## src/sv/speed_to_hbridge_pwm_unit_defines.svh

```systemverilog
// Assertion macros shared by the speed to H-bridge PWM unit.
`ifndef SPEED_TO_HBRIDGE_PWM_UNIT_DEFINES_SVH
`define SPEED_TO_HBRIDGE_PWM_UNIT_DEFINES_SVH

// Plain clocked property, disabled while reset is asserted.
`define SPWM_ASSERT(lbl, prop, msg) \
	lbl: assert property (@(posedge clk) disable iff (!arst_n) (prop)) else $error(msg);

// Same-cycle implication built on the plain form.
`define SPWM_ASSERT_IMPL(lbl, ante, cons, msg) \
	`SPWM_ASSERT(lbl, (ante) |-> (cons), msg)

`endif

```

## src/sv/spwm_pkg.sv

```systemverilog
// Types and constants of the speed to H-bridge PWM unit.
`default_nettype none
package spwm_pkg;

	localparam int NUM_MOTORS = 4;
	localparam int MOTOR_BITS = 2;
	localparam int CMD_BITS   = 16;
	localparam int DB_BITS    = 15;
	localparam int INV_BITS   = 31;
	localparam int DUTY_BITS  = 12;
	localparam int MASK_BITS  = 4;
	localparam int N_BITS     = 16;
	localparam int PROD_BITS  = CMD_BITS + INV_BITS;
	localparam int CFG_IDX_BITS  = 3;
	localparam int CFG_DATA_BITS = 32;

	localparam int Q15_ONE  = 32768;
	localparam int DUTY_MAX = 4095;

	localparam logic [DB_BITS-1:0]   DEADBAND_RST  = '0;
	localparam logic [INV_BITS-1:0]  INV_MAX_RST   = 31'd838861;
	localparam logic [DUTY_BITS-1:0] MIN_DUTY_RST  = '0;
	localparam logic [DUTY_BITS-1:0] MAX_DUTY_RST  = 12'd4095;
	localparam logic [MASK_BITS-1:0] DIR_MASK_RST  = '0;

	typedef enum logic [CFG_IDX_BITS-1:0] {
		REG_DEADBAND = 3'd0,
		REG_INV_MAX  = 3'd1,
		REG_MIN_DUTY = 3'd2,
		REG_MAX_DUTY = 3'd3,
		REG_DIR_MASK = 3'd4
	} cfg_reg_t;

	typedef struct packed {
		logic [DB_BITS-1:0]   deadband;
		logic [INV_BITS-1:0]  inverse_max_speed;
		logic [DUTY_BITS-1:0] min_duty;
		logic [DUTY_BITS-1:0] max_duty;
		logic [MASK_BITS-1:0] direction_mask;
	} cfg_t;

	typedef struct packed {
		logic [MOTOR_BITS-1:0]      motor_index;
		logic signed [CMD_BITS-1:0] velocity_command;
	} in_word_t;

	typedef struct packed {
		logic [MOTOR_BITS-1:0] motor_id;
		logic [DUTY_BITS-1:0]  forward_duty;
		logic [DUTY_BITS-1:0]  reverse_duty;
		logic                  reverse_active;
	} out_word_t;

	// Normalised magnitude handed from the scaling stages to the duty stages.
	typedef struct packed {
		logic [MOTOR_BITS-1:0] motor;
		logic                  rev;
		logic [N_BITS-1:0]     n;
	} norm_word_t;

endpackage
`default_nettype wire

```

## src/sv/spwm_cfg.sv

```systemverilog
// Configuration register file of the speed to H-bridge PWM unit.
`default_nettype none
module spwm_cfg (
	input  wire logic                                clk,
	input  wire logic                                arst_n,
	input  wire logic                                cfg_valid,
	output logic                                     cfg_ready,
	input  wire logic [spwm_pkg::CFG_IDX_BITS-1:0]   cfg_index,
	input  wire logic [spwm_pkg::CFG_DATA_BITS-1:0]  cfg_data,
	output spwm_pkg::cfg_t                           cfg
);
	import spwm_pkg::*;

	cfg_t cfg_q;

	assign cfg_ready = 1'b1;
	assign cfg       = cfg_q;

	always_ff @(posedge clk or negedge arst_n) begin
		if (!arst_n) begin
			cfg_q.deadband          <= DEADBAND_RST;
			cfg_q.inverse_max_speed <= INV_MAX_RST;
			cfg_q.min_duty          <= MIN_DUTY_RST;
			cfg_q.max_duty          <= MAX_DUTY_RST;
			cfg_q.direction_mask    <= DIR_MASK_RST;
		end else if (cfg_valid) begin
			unique case (cfg_index)
				REG_DEADBAND: cfg_q.deadband          <= cfg_data[DB_BITS-1:0];
				REG_INV_MAX:  cfg_q.inverse_max_speed <= cfg_data[INV_BITS-1:0];
				REG_MIN_DUTY: cfg_q.min_duty          <= cfg_data[DUTY_BITS-1:0];
				REG_MAX_DUTY: cfg_q.max_duty          <= cfg_data[DUTY_BITS-1:0];
				REG_DIR_MASK: cfg_q.direction_mask    <= cfg_data[MASK_BITS-1:0];
				default: begin
				end
			endcase
		end
	end

endmodule
`default_nettype wire

```

## src/sv/spwm_norm.sv

```systemverilog
// Deadband, direction and Q1.15 normalisation stages (s1 to s3).
`default_nettype none
module spwm_norm (
	input  wire logic                 clk,
	input  wire logic                 arst_n,
	input  wire spwm_pkg::cfg_t       cfg,
	input  wire logic                 in_valid,
	output logic                      in_ready,
	input  wire spwm_pkg::in_word_t   in_data,
	output logic                      dn_valid,
	input  wire logic                 dn_ready,
	output spwm_pkg::norm_word_t      dn_data
);
	import spwm_pkg::*;

	logic                  valid_s1, valid_s2, valid_s3;
	logic                  en_s1, en_s2, en_s3;
	logic [MOTOR_BITS-1:0] motor_s1, motor_s2, motor_s3;
	logic                  rev_s1, rev_s2, rev_s3;
	logic [CMD_BITS-1:0]   mag_s1;
	logic [PROD_BITS-1:0]  prod_s2;
	logic [N_BITS-1:0]     n_s3;

	logic [CMD_BITS-1:0]   raw;
	logic                  neg;
	logic [CMD_BITS-1:0]   mag;
	logic                  dead;
	logic                  invert;
	logic [PROD_BITS-1:0]  rnd;
	logic [PROD_BITS-17:0] scaled;

	assign en_s3    = !valid_s3 || dn_ready;
	assign en_s2    = !valid_s2 || en_s3;
	assign en_s1    = !valid_s1 || en_s2;
	assign in_ready = en_s1;

	// The most negative command has no positive twin; its two's complement is
	// 0x8000, which reads correctly as an unsigned magnitude.
	always_comb begin
		raw    = in_data.velocity_command;
		neg    = raw[CMD_BITS-1];
		mag    = neg ? (~raw + 1'b1) : raw;
		dead   = mag <= {1'b0, cfg.deadband};
		invert = ({1'b0, in_data.motor_index} < (MOTOR_BITS+1)'(NUM_MOTORS))
			&& cfg.direction_mask[in_data.motor_index];
	end

	always_comb begin
		rnd    = prod_s2 + PROD_BITS'(Q15_ONE);
		scaled = rnd[PROD_BITS-1:16];
	end

	always_ff @(posedge clk or negedge arst_n) begin
		if (!arst_n) begin
			valid_s1 <= 1'b0;
			valid_s2 <= 1'b0;
			valid_s3 <= 1'b0;
		end else begin
			if (en_s1) valid_s1 <= in_valid;
			if (en_s2) valid_s2 <= valid_s1;
			if (en_s3) valid_s3 <= valid_s2;
		end
	end

	always_ff @(posedge clk) begin
		if (en_s1 && in_valid) begin
			motor_s1 <= in_data.motor_index;
			mag_s1   <= dead ? '0 : mag;
			rev_s1   <= !dead && (neg ^ invert);
		end
		if (en_s2 && valid_s1) begin
			motor_s2 <= motor_s1;
			rev_s2   <= rev_s1;
			prod_s2  <= PROD_BITS'(mag_s1) * PROD_BITS'(cfg.inverse_max_speed);
		end
		if (en_s3 && valid_s2) begin
			motor_s3 <= motor_s2;
			rev_s3   <= rev_s2;
			n_s3     <= (scaled > (PROD_BITS-16)'(Q15_ONE)) ? N_BITS'(Q15_ONE)
				: scaled[N_BITS-1:0];
		end
	end

	assign dn_valid      = valid_s3;
	assign dn_data.motor = motor_s3;
	assign dn_data.rev   = rev_s3;
	assign dn_data.n     = n_s3;

endmodule
`default_nettype wire

```

## src/sv/spwm_duty.sv

```systemverilog
// Linear duty mapping and output register (s4 and s5).
`default_nettype none
module spwm_duty (
	input  wire logic                 clk,
	input  wire logic                 arst_n,
	input  wire spwm_pkg::cfg_t       cfg,
	input  wire logic                 up_valid,
	output logic                      up_ready,
	input  wire spwm_pkg::norm_word_t up_data,
	output logic                      out_valid,
	input  wire logic                 out_ready,
	output spwm_pkg::out_word_t       out_data
);
	import spwm_pkg::*;

	localparam int SPAN_BITS = DUTY_BITS + 1;
	localparam int MUL_BITS  = N_BITS + 1 + SPAN_BITS;
	localparam int ACC_BITS  = 32;

	logic                        valid_s4, valid_s5;
	logic                        en_s4, en_s5;
	logic [MOTOR_BITS-1:0]       motor_s4;
	logic                        rev_s4;
	logic                        nz_s4;
	logic signed [MUL_BITS-1:0]  prod_s4;
	out_word_t                   word_s5;

	logic signed [SPAN_BITS-1:0] span;
	logic signed [N_BITS:0]      n_sg;
	logic signed [ACC_BITS-1:0]  acc;
	logic [ACC_BITS-16:0]        q;
	logic [DUTY_BITS-1:0]        duty;

	assign en_s5    = !valid_s5 || out_ready;
	assign en_s4    = !valid_s4 || en_s5;
	assign up_ready = en_s4;

	always_comb begin
		span = $signed({1'b0, cfg.max_duty}) - $signed({1'b0, cfg.min_duty});
		n_sg = $signed({1'b0, up_data.n});
	end

	// min_duty * 2^15 plus the scaled span plus half an LSB, then shift down.
	always_comb begin
		acc = $signed({(ACC_BITS-DUTY_BITS-15)'(0), cfg.min_duty, 15'd0})
			+ ACC_BITS'(prod_s4) + ACC_BITS'(16384);
		q   = acc[ACC_BITS-1:15];
		if (!nz_s4 || acc[ACC_BITS-1]) begin
			duty = '0;
		end else if (q > (ACC_BITS-15)'(DUTY_MAX)) begin
			duty = DUTY_BITS'(DUTY_MAX);
		end else begin
			duty = q[DUTY_BITS-1:0];
		end
	end

	always_ff @(posedge clk or negedge arst_n) begin
		if (!arst_n) begin
			valid_s4 <= 1'b0;
			valid_s5 <= 1'b0;
		end else begin
			if (en_s4) valid_s4 <= up_valid;
			if (en_s5) valid_s5 <= valid_s4;
		end
	end

	always_ff @(posedge clk) begin
		if (en_s4 && up_valid) begin
			motor_s4 <= up_data.motor;
			rev_s4   <= up_data.rev;
			nz_s4    <= up_data.n != '0;
			prod_s4  <= MUL_BITS'(n_sg) * MUL_BITS'(span);
		end
		if (en_s5 && valid_s4) begin
			word_s5.motor_id       <= motor_s4;
			word_s5.forward_duty   <= rev_s4 ? '0 : duty;
			word_s5.reverse_duty   <= rev_s4 ? duty : '0;
			word_s5.reverse_active <= rev_s4;
		end
	end

	assign out_valid = valid_s5;
	assign out_data  = word_s5;

endmodule
`default_nettype wire

```

## src/sv/speed_to_hbridge_pwm_unit.sv

```systemverilog
// An accepted command word passes through the registered stages s1 to s5 before its duty word reaches the output.
// Throughput: one word per cycle while out_ready is high; the two multipliers (16x31 and 17x13) each own a stage.
// Each stage moves on when it is empty or its successor moves, so bubbles close up.
// Reset (arst_n low, asynchronous) empties all stages and loads the register defaults.
// Configuration writes are taken every cycle; words in flight would see new values mid-way.
`default_nettype none
module speed_to_hbridge_pwm_unit (
	input  wire logic                                clk,
	input  wire logic                                arst_n,
	input  wire logic                                cfg_valid,
	output logic                                     cfg_ready,
	input  wire logic [spwm_pkg::CFG_IDX_BITS-1:0]   cfg_index,
	input  wire logic [spwm_pkg::CFG_DATA_BITS-1:0]  cfg_data,
	input  wire logic                                in_valid,
	output logic                                     in_ready,
	input  wire spwm_pkg::in_word_t                  in_data,
	output logic                                     out_valid,
	input  wire logic                                out_ready,
	output spwm_pkg::out_word_t                      out_data
);
	import spwm_pkg::*;
	`include "speed_to_hbridge_pwm_unit_defines.svh"

	cfg_t       cfg;
	logic       mid_valid;
	logic       mid_ready;
	norm_word_t mid_data;

	spwm_cfg u_cfg (
		.clk       (clk),
		.arst_n    (arst_n),
		.cfg_valid (cfg_valid),
		.cfg_ready (cfg_ready),
		.cfg_index (cfg_index),
		.cfg_data  (cfg_data),
		.cfg       (cfg)
	);

	spwm_norm u_norm (
		.clk      (clk),
		.arst_n   (arst_n),
		.cfg      (cfg),
		.in_valid (in_valid),
		.in_ready (in_ready),
		.in_data  (in_data),
		.dn_valid (mid_valid),
		.dn_ready (mid_ready),
		.dn_data  (mid_data)
	);

	spwm_duty u_duty (
		.clk       (clk),
		.arst_n    (arst_n),
		.cfg       (cfg),
		.up_valid  (mid_valid),
		.up_ready  (mid_ready),
		.up_data   (mid_data),
		.out_valid (out_valid),
		.out_ready (out_ready),
		.out_data  (out_data)
	);

	// Only one half-bridge may ever carry a nonzero duty.
	`SPWM_ASSERT_IMPL(a_one_side, out_valid,
		(out_data.forward_duty == '0) || (out_data.reverse_duty == '0),
		"both half-bridge channels driven")
	`SPWM_ASSERT_IMPL(a_fwd_side, out_valid && !out_data.reverse_active,
		out_data.reverse_duty == '0, "reverse duty set on a forward word")
	`SPWM_ASSERT_IMPL(a_rev_side, out_valid && out_data.reverse_active,
		out_data.forward_duty == '0, "forward duty set on a reverse word")
	`SPWM_ASSERT_IMPL(a_norm_sat, mid_valid,
		mid_data.n <= N_BITS'(Q15_ONE), "normalised magnitude above 1.0")

endmodule
`default_nettype wire
```

## config.mk

```make
export PLATFORM = sky130hd
export DESIGN_NAME = speed_to_hbridge_pwm_unit
export DESIGN_NICKNAME = d
export VERILOG_FILES = /design/src/sv/spwm_pkg.sv /design/src/sv/spwm_cfg.sv /design/src/sv/spwm_norm.sv /design/src/sv/spwm_duty.sv /design/src/sv/speed_to_hbridge_pwm_unit.sv
export VERILOG_INCLUDE_DIRS = /design/src /design/src/sv
export SDC_FILE = /design/constraint.sdc
export NUM_CORES = 2
export LEC_CHECK = 0
export CORE_ASPECT_RATIO = 0.8
export CORE_UTILIZATION = 60
export DETAILED_ROUTE_END_ITERATION = 12
export DONT_BUFFER_PORTS = 1
export GPL_TIMING_DRIVEN = 0
export PLACE_DENSITY = 0.85
export SYNTH_ARGS = -nofsm -noshare
export SYNTH_HDL_FRONTEND = slang
export SYNTH_SLANG_ARGS = --single-unit
```

## constraint.sdc

```tcl
create_clock -name clk -period 11.9 [get_ports clk]
set_input_delay 0.595 -clock clk [delete_from_list [all_inputs] [get_ports clk]]
set_output_delay 0.595 -clock clk [all_outputs]
set_load 0.1 [all_outputs]
```

==> reports/metrics.cfg <==
[cells_and_area]
finish.net_count = 4112
layout_cells_sized_above_1_pct = 4.58
final_cell_mix = 584 x inv_1, 558 x fa_1, 543 x nand2_1
area_growth_syn_to_layout_pct = 4.92
filler_cells_inserted = 3889
final-seq-area_sq_um = 5610
multi_input_area_sq_um = 22700
final_common_cell = inv_1
design_area_sq_um = 32600

[synthesis]
ys_seq_elements = 199
synth_async_sr_flop_share_pct = 39.7
synth_top_flop_cell = edfxtp_1
synth_edf_count = 120
synth.area.top_cells = fa_1 36%, edfxtp_1 12%, ha_1 10%, inv_1 7.0%, nand2_1 6.6%
synthesis.area_per_instance_sq_um = 9.66
synth.yosys.warnings = 0
post-synth-top-area-fraction_pct = 35.9
synth.yosys.seq_area_share_pct = 18.0
yosys.cell_types.count = 82
synth_area_leader_cell = fa_1
post_synth_instance_area_sq_um = 31100
post_synth_inst_count = 3218
synth.net_count = 4090

[timing]
final_period_utilization_pct = 82.0
setup_repair_after_global_routing_missed_its_margin = no
final.setup.tns_ns = 0
setup_viol = 0
relSlewSlack_pct = 28.7
count_of_pins_over_their_slew_limit = 0
tightestPinTransition_ns = 1.06
hold-worst-slack_ns = 0.198
hold_violations = 0
finalClockSkew_ns = 0.0197
achievable-frequency_mhz = 102
final_period_minus_worst_setup_slack_ns = 9.76

[clock_network]
clock-sinks = 199
cts.clk_slew.worst_paths_ns = 0.09
root_buffer_master = clkbuf_16
numCtsBuffers = 17
cts.hold.buffers_added = 2
cts_post_setup_buffers_inserted = 0
cts.htree.levels = 4
cts_tree = built
post_cts_resized = 0
worstSkewPairLatency_ns = 0.50
clockBufferDepth = 2

[grt]
grt_met3_use_pct = 8.14
grt_max_degree = 80
grt_use_met1_pct = 43.7
grt_pass1_wl_mm = 129
top_usage_layer = met2
grt_usage_pct = 31.9
number_of_global_route_vias_before_repair = 24200
globalRoute.totalOverflow = 0
number_of_antenna_violations_at_the_first_check_in_global_routing = 3
use_met2_pct = 49.2

[floorplan]
row_count = 74
boundaryPins = 88
die_area_sq_um = 52800
die_width_microns = 257
core_sq_um = 51100
initial_utilization_pct = 60.8
die_y_microns = 206

[hold_path]
worst_hold_startpoint = in_data[17]
min-delay-path-class = input pin to register

[worst_setup_path]
crit_start = u_cfg.cfg[4]
critical_path_class = register to register
end_kind = register
worstReg2RegStart = u_cfg.cfg[4]
start_kind = register
worstPathMaxFanout = 10
timing.critical_path.required_ns = 12.18
critical_path_most_common_cell = fa_1
cpPeakStageDelay_ns = 0.60
data_arrival_time_of_the_critical_path_ns = 10.04
crit_path_top_delay_cell = a21oi_1

[run]
drv.max_cap_violation_count = 0

[drt]
drt_wl_total_mm = 79.5
drtIter0Drc = 2211
route.detailed.vias_per_inst = 5.86
wl_per_cell_microns = 20.2
routed-via-count = 23100
drt_pre_antenna_iters = 6
remaining_drc_errors = 0
route.antenna.remaining_nets = 0

[placed_design]
hpwl_mm = 65.1
standard_cell_area_after_detailed_placement_sq_um = 32000
io_buffers = 0
gp_congestion = 0.937

[status]
status = finished clean

==> routing by layer <==
metal / share of wire [%] / up-vias
met3: 11 / 205
li1: - / 10000
met4: 3.7 / 4
met1: 40 / 11600
met5: 0.041 / -
met2: 45 / 1292
==> final timing paths <==
kind | end | slack, ns | cells past startpoint
max in group asynchronous | u_cfg.cfg[4] | 10.85 | 2
max | u_duty.prod_s4[29] | 2.14 | 31
min in group asynchronous | u_duty.out_valid | 0.66 | 2
max reg2reg | u_duty.prod_s4[29] | 2.14 | 31
min | u_norm.motor_s1[1] | 0.20 | 0
min reg2reg | u_duty.motor_s4[0] | 0.41 | 0
==> through the flow <==
step                util (%)  cells  setup slack (ns)
floorplan                  -   3218              3.64
global placement        62.5   3902              2.43
detailed placement      62.6   3903              2.42
CTS                     63.8   3937              2.31
global route            63.8   3938              1.63
finish                  63.8   3940              2.14
==> worst max-delay path, delay by kind of cell (launching register included) <==
| kind | cells | cell delay [ns] |
|---|---|---|
| buf+inv | 2 | 0.61 |
| fa+ha+maj | 9 | 3.64 |
| simple gates | 3 | 0.45 |
| flops | 1 | 0.53 |
| xor+xnor | 1 | 0.25 |
| compound gates | 16 | 4.09 |
==> cell type report <==
cell class / instances / area share (%)
Buffer: 138 / 1.76
Sequential cell: 199 / 17.2
Multi-Input combinational cell: 2297 / 69.6
Inverter: 584 / 6.72
Timing Repair Buffer: 3 / 0.161
Clock buffer: 19 / 1.36
Clock inverter: 13 / 0.518
Antenna cell: 3 / 0.0230
Tap cell: 684 / 2.62
==> cells by family after synthesis <==
| group | after synthesis | share of synthesized area [%] |
|---|---|---|
| and+or+nand+nor | 1052 | 16.2 |
| xor gates and xnor gates | 105 | 2.96 |
| other | 1 | 0.0121 |
| buffers and inverters | 722 | 8.90 |
| AOI/OAI and AO/OA | 256 | 5.19 |
| DFF | 199 | 18.0 |
| adders and majority gates | 814 | 46.2 |
| muxes | 69 | 2.50 |
==> Yosys cell counts (4+ instances only) <==
cell type and instances:
mux2i_1 12, nor3_1 27, buf_6 4, nor2b_1 29
nor2_1 85, nand4_1 29, and2_1 208, o21bai_1 7
edfxtp_1 120, or3_1 7, dfrtp_1 56, o211ai_1 6
mux2_2 55, o31ai_1 5, nand2_1 543, o21a_1 9
xnor2_1 69, and4_1 6, clkbuf_1 129, and3_1 4
dfstp_2 23, a31oi_1 12, a211oi_1 7, o21ai_0 63
fa_1 558, a21o_1 28, xor2_1 36, nor4_1 5
nand3_1 30, ha_1 256, inv_1 584, or2_2 10
a21boi_0 8, a21oi_1 75, nand2b_1 44, o22ai_1 4
==> flip-flops by register name, indices dropped and copies added (netlist names), 2 cells and up <==
name and cells:
u_norm.mag_s1 16, u_norm.motor_s2 2, u_cfg.cfg 74, u_norm.prod_s2 32, u_duty.out_data 27, u_norm.motor_s3 2
u_norm.motor_s1 2, u_duty.prod_s4 16, u_norm.n_s3 16, u_duty.motor_s4 2
Power is not shown: default switching activity piles up to over one toggle a cycle in this logic, so the estimate is an artifact.
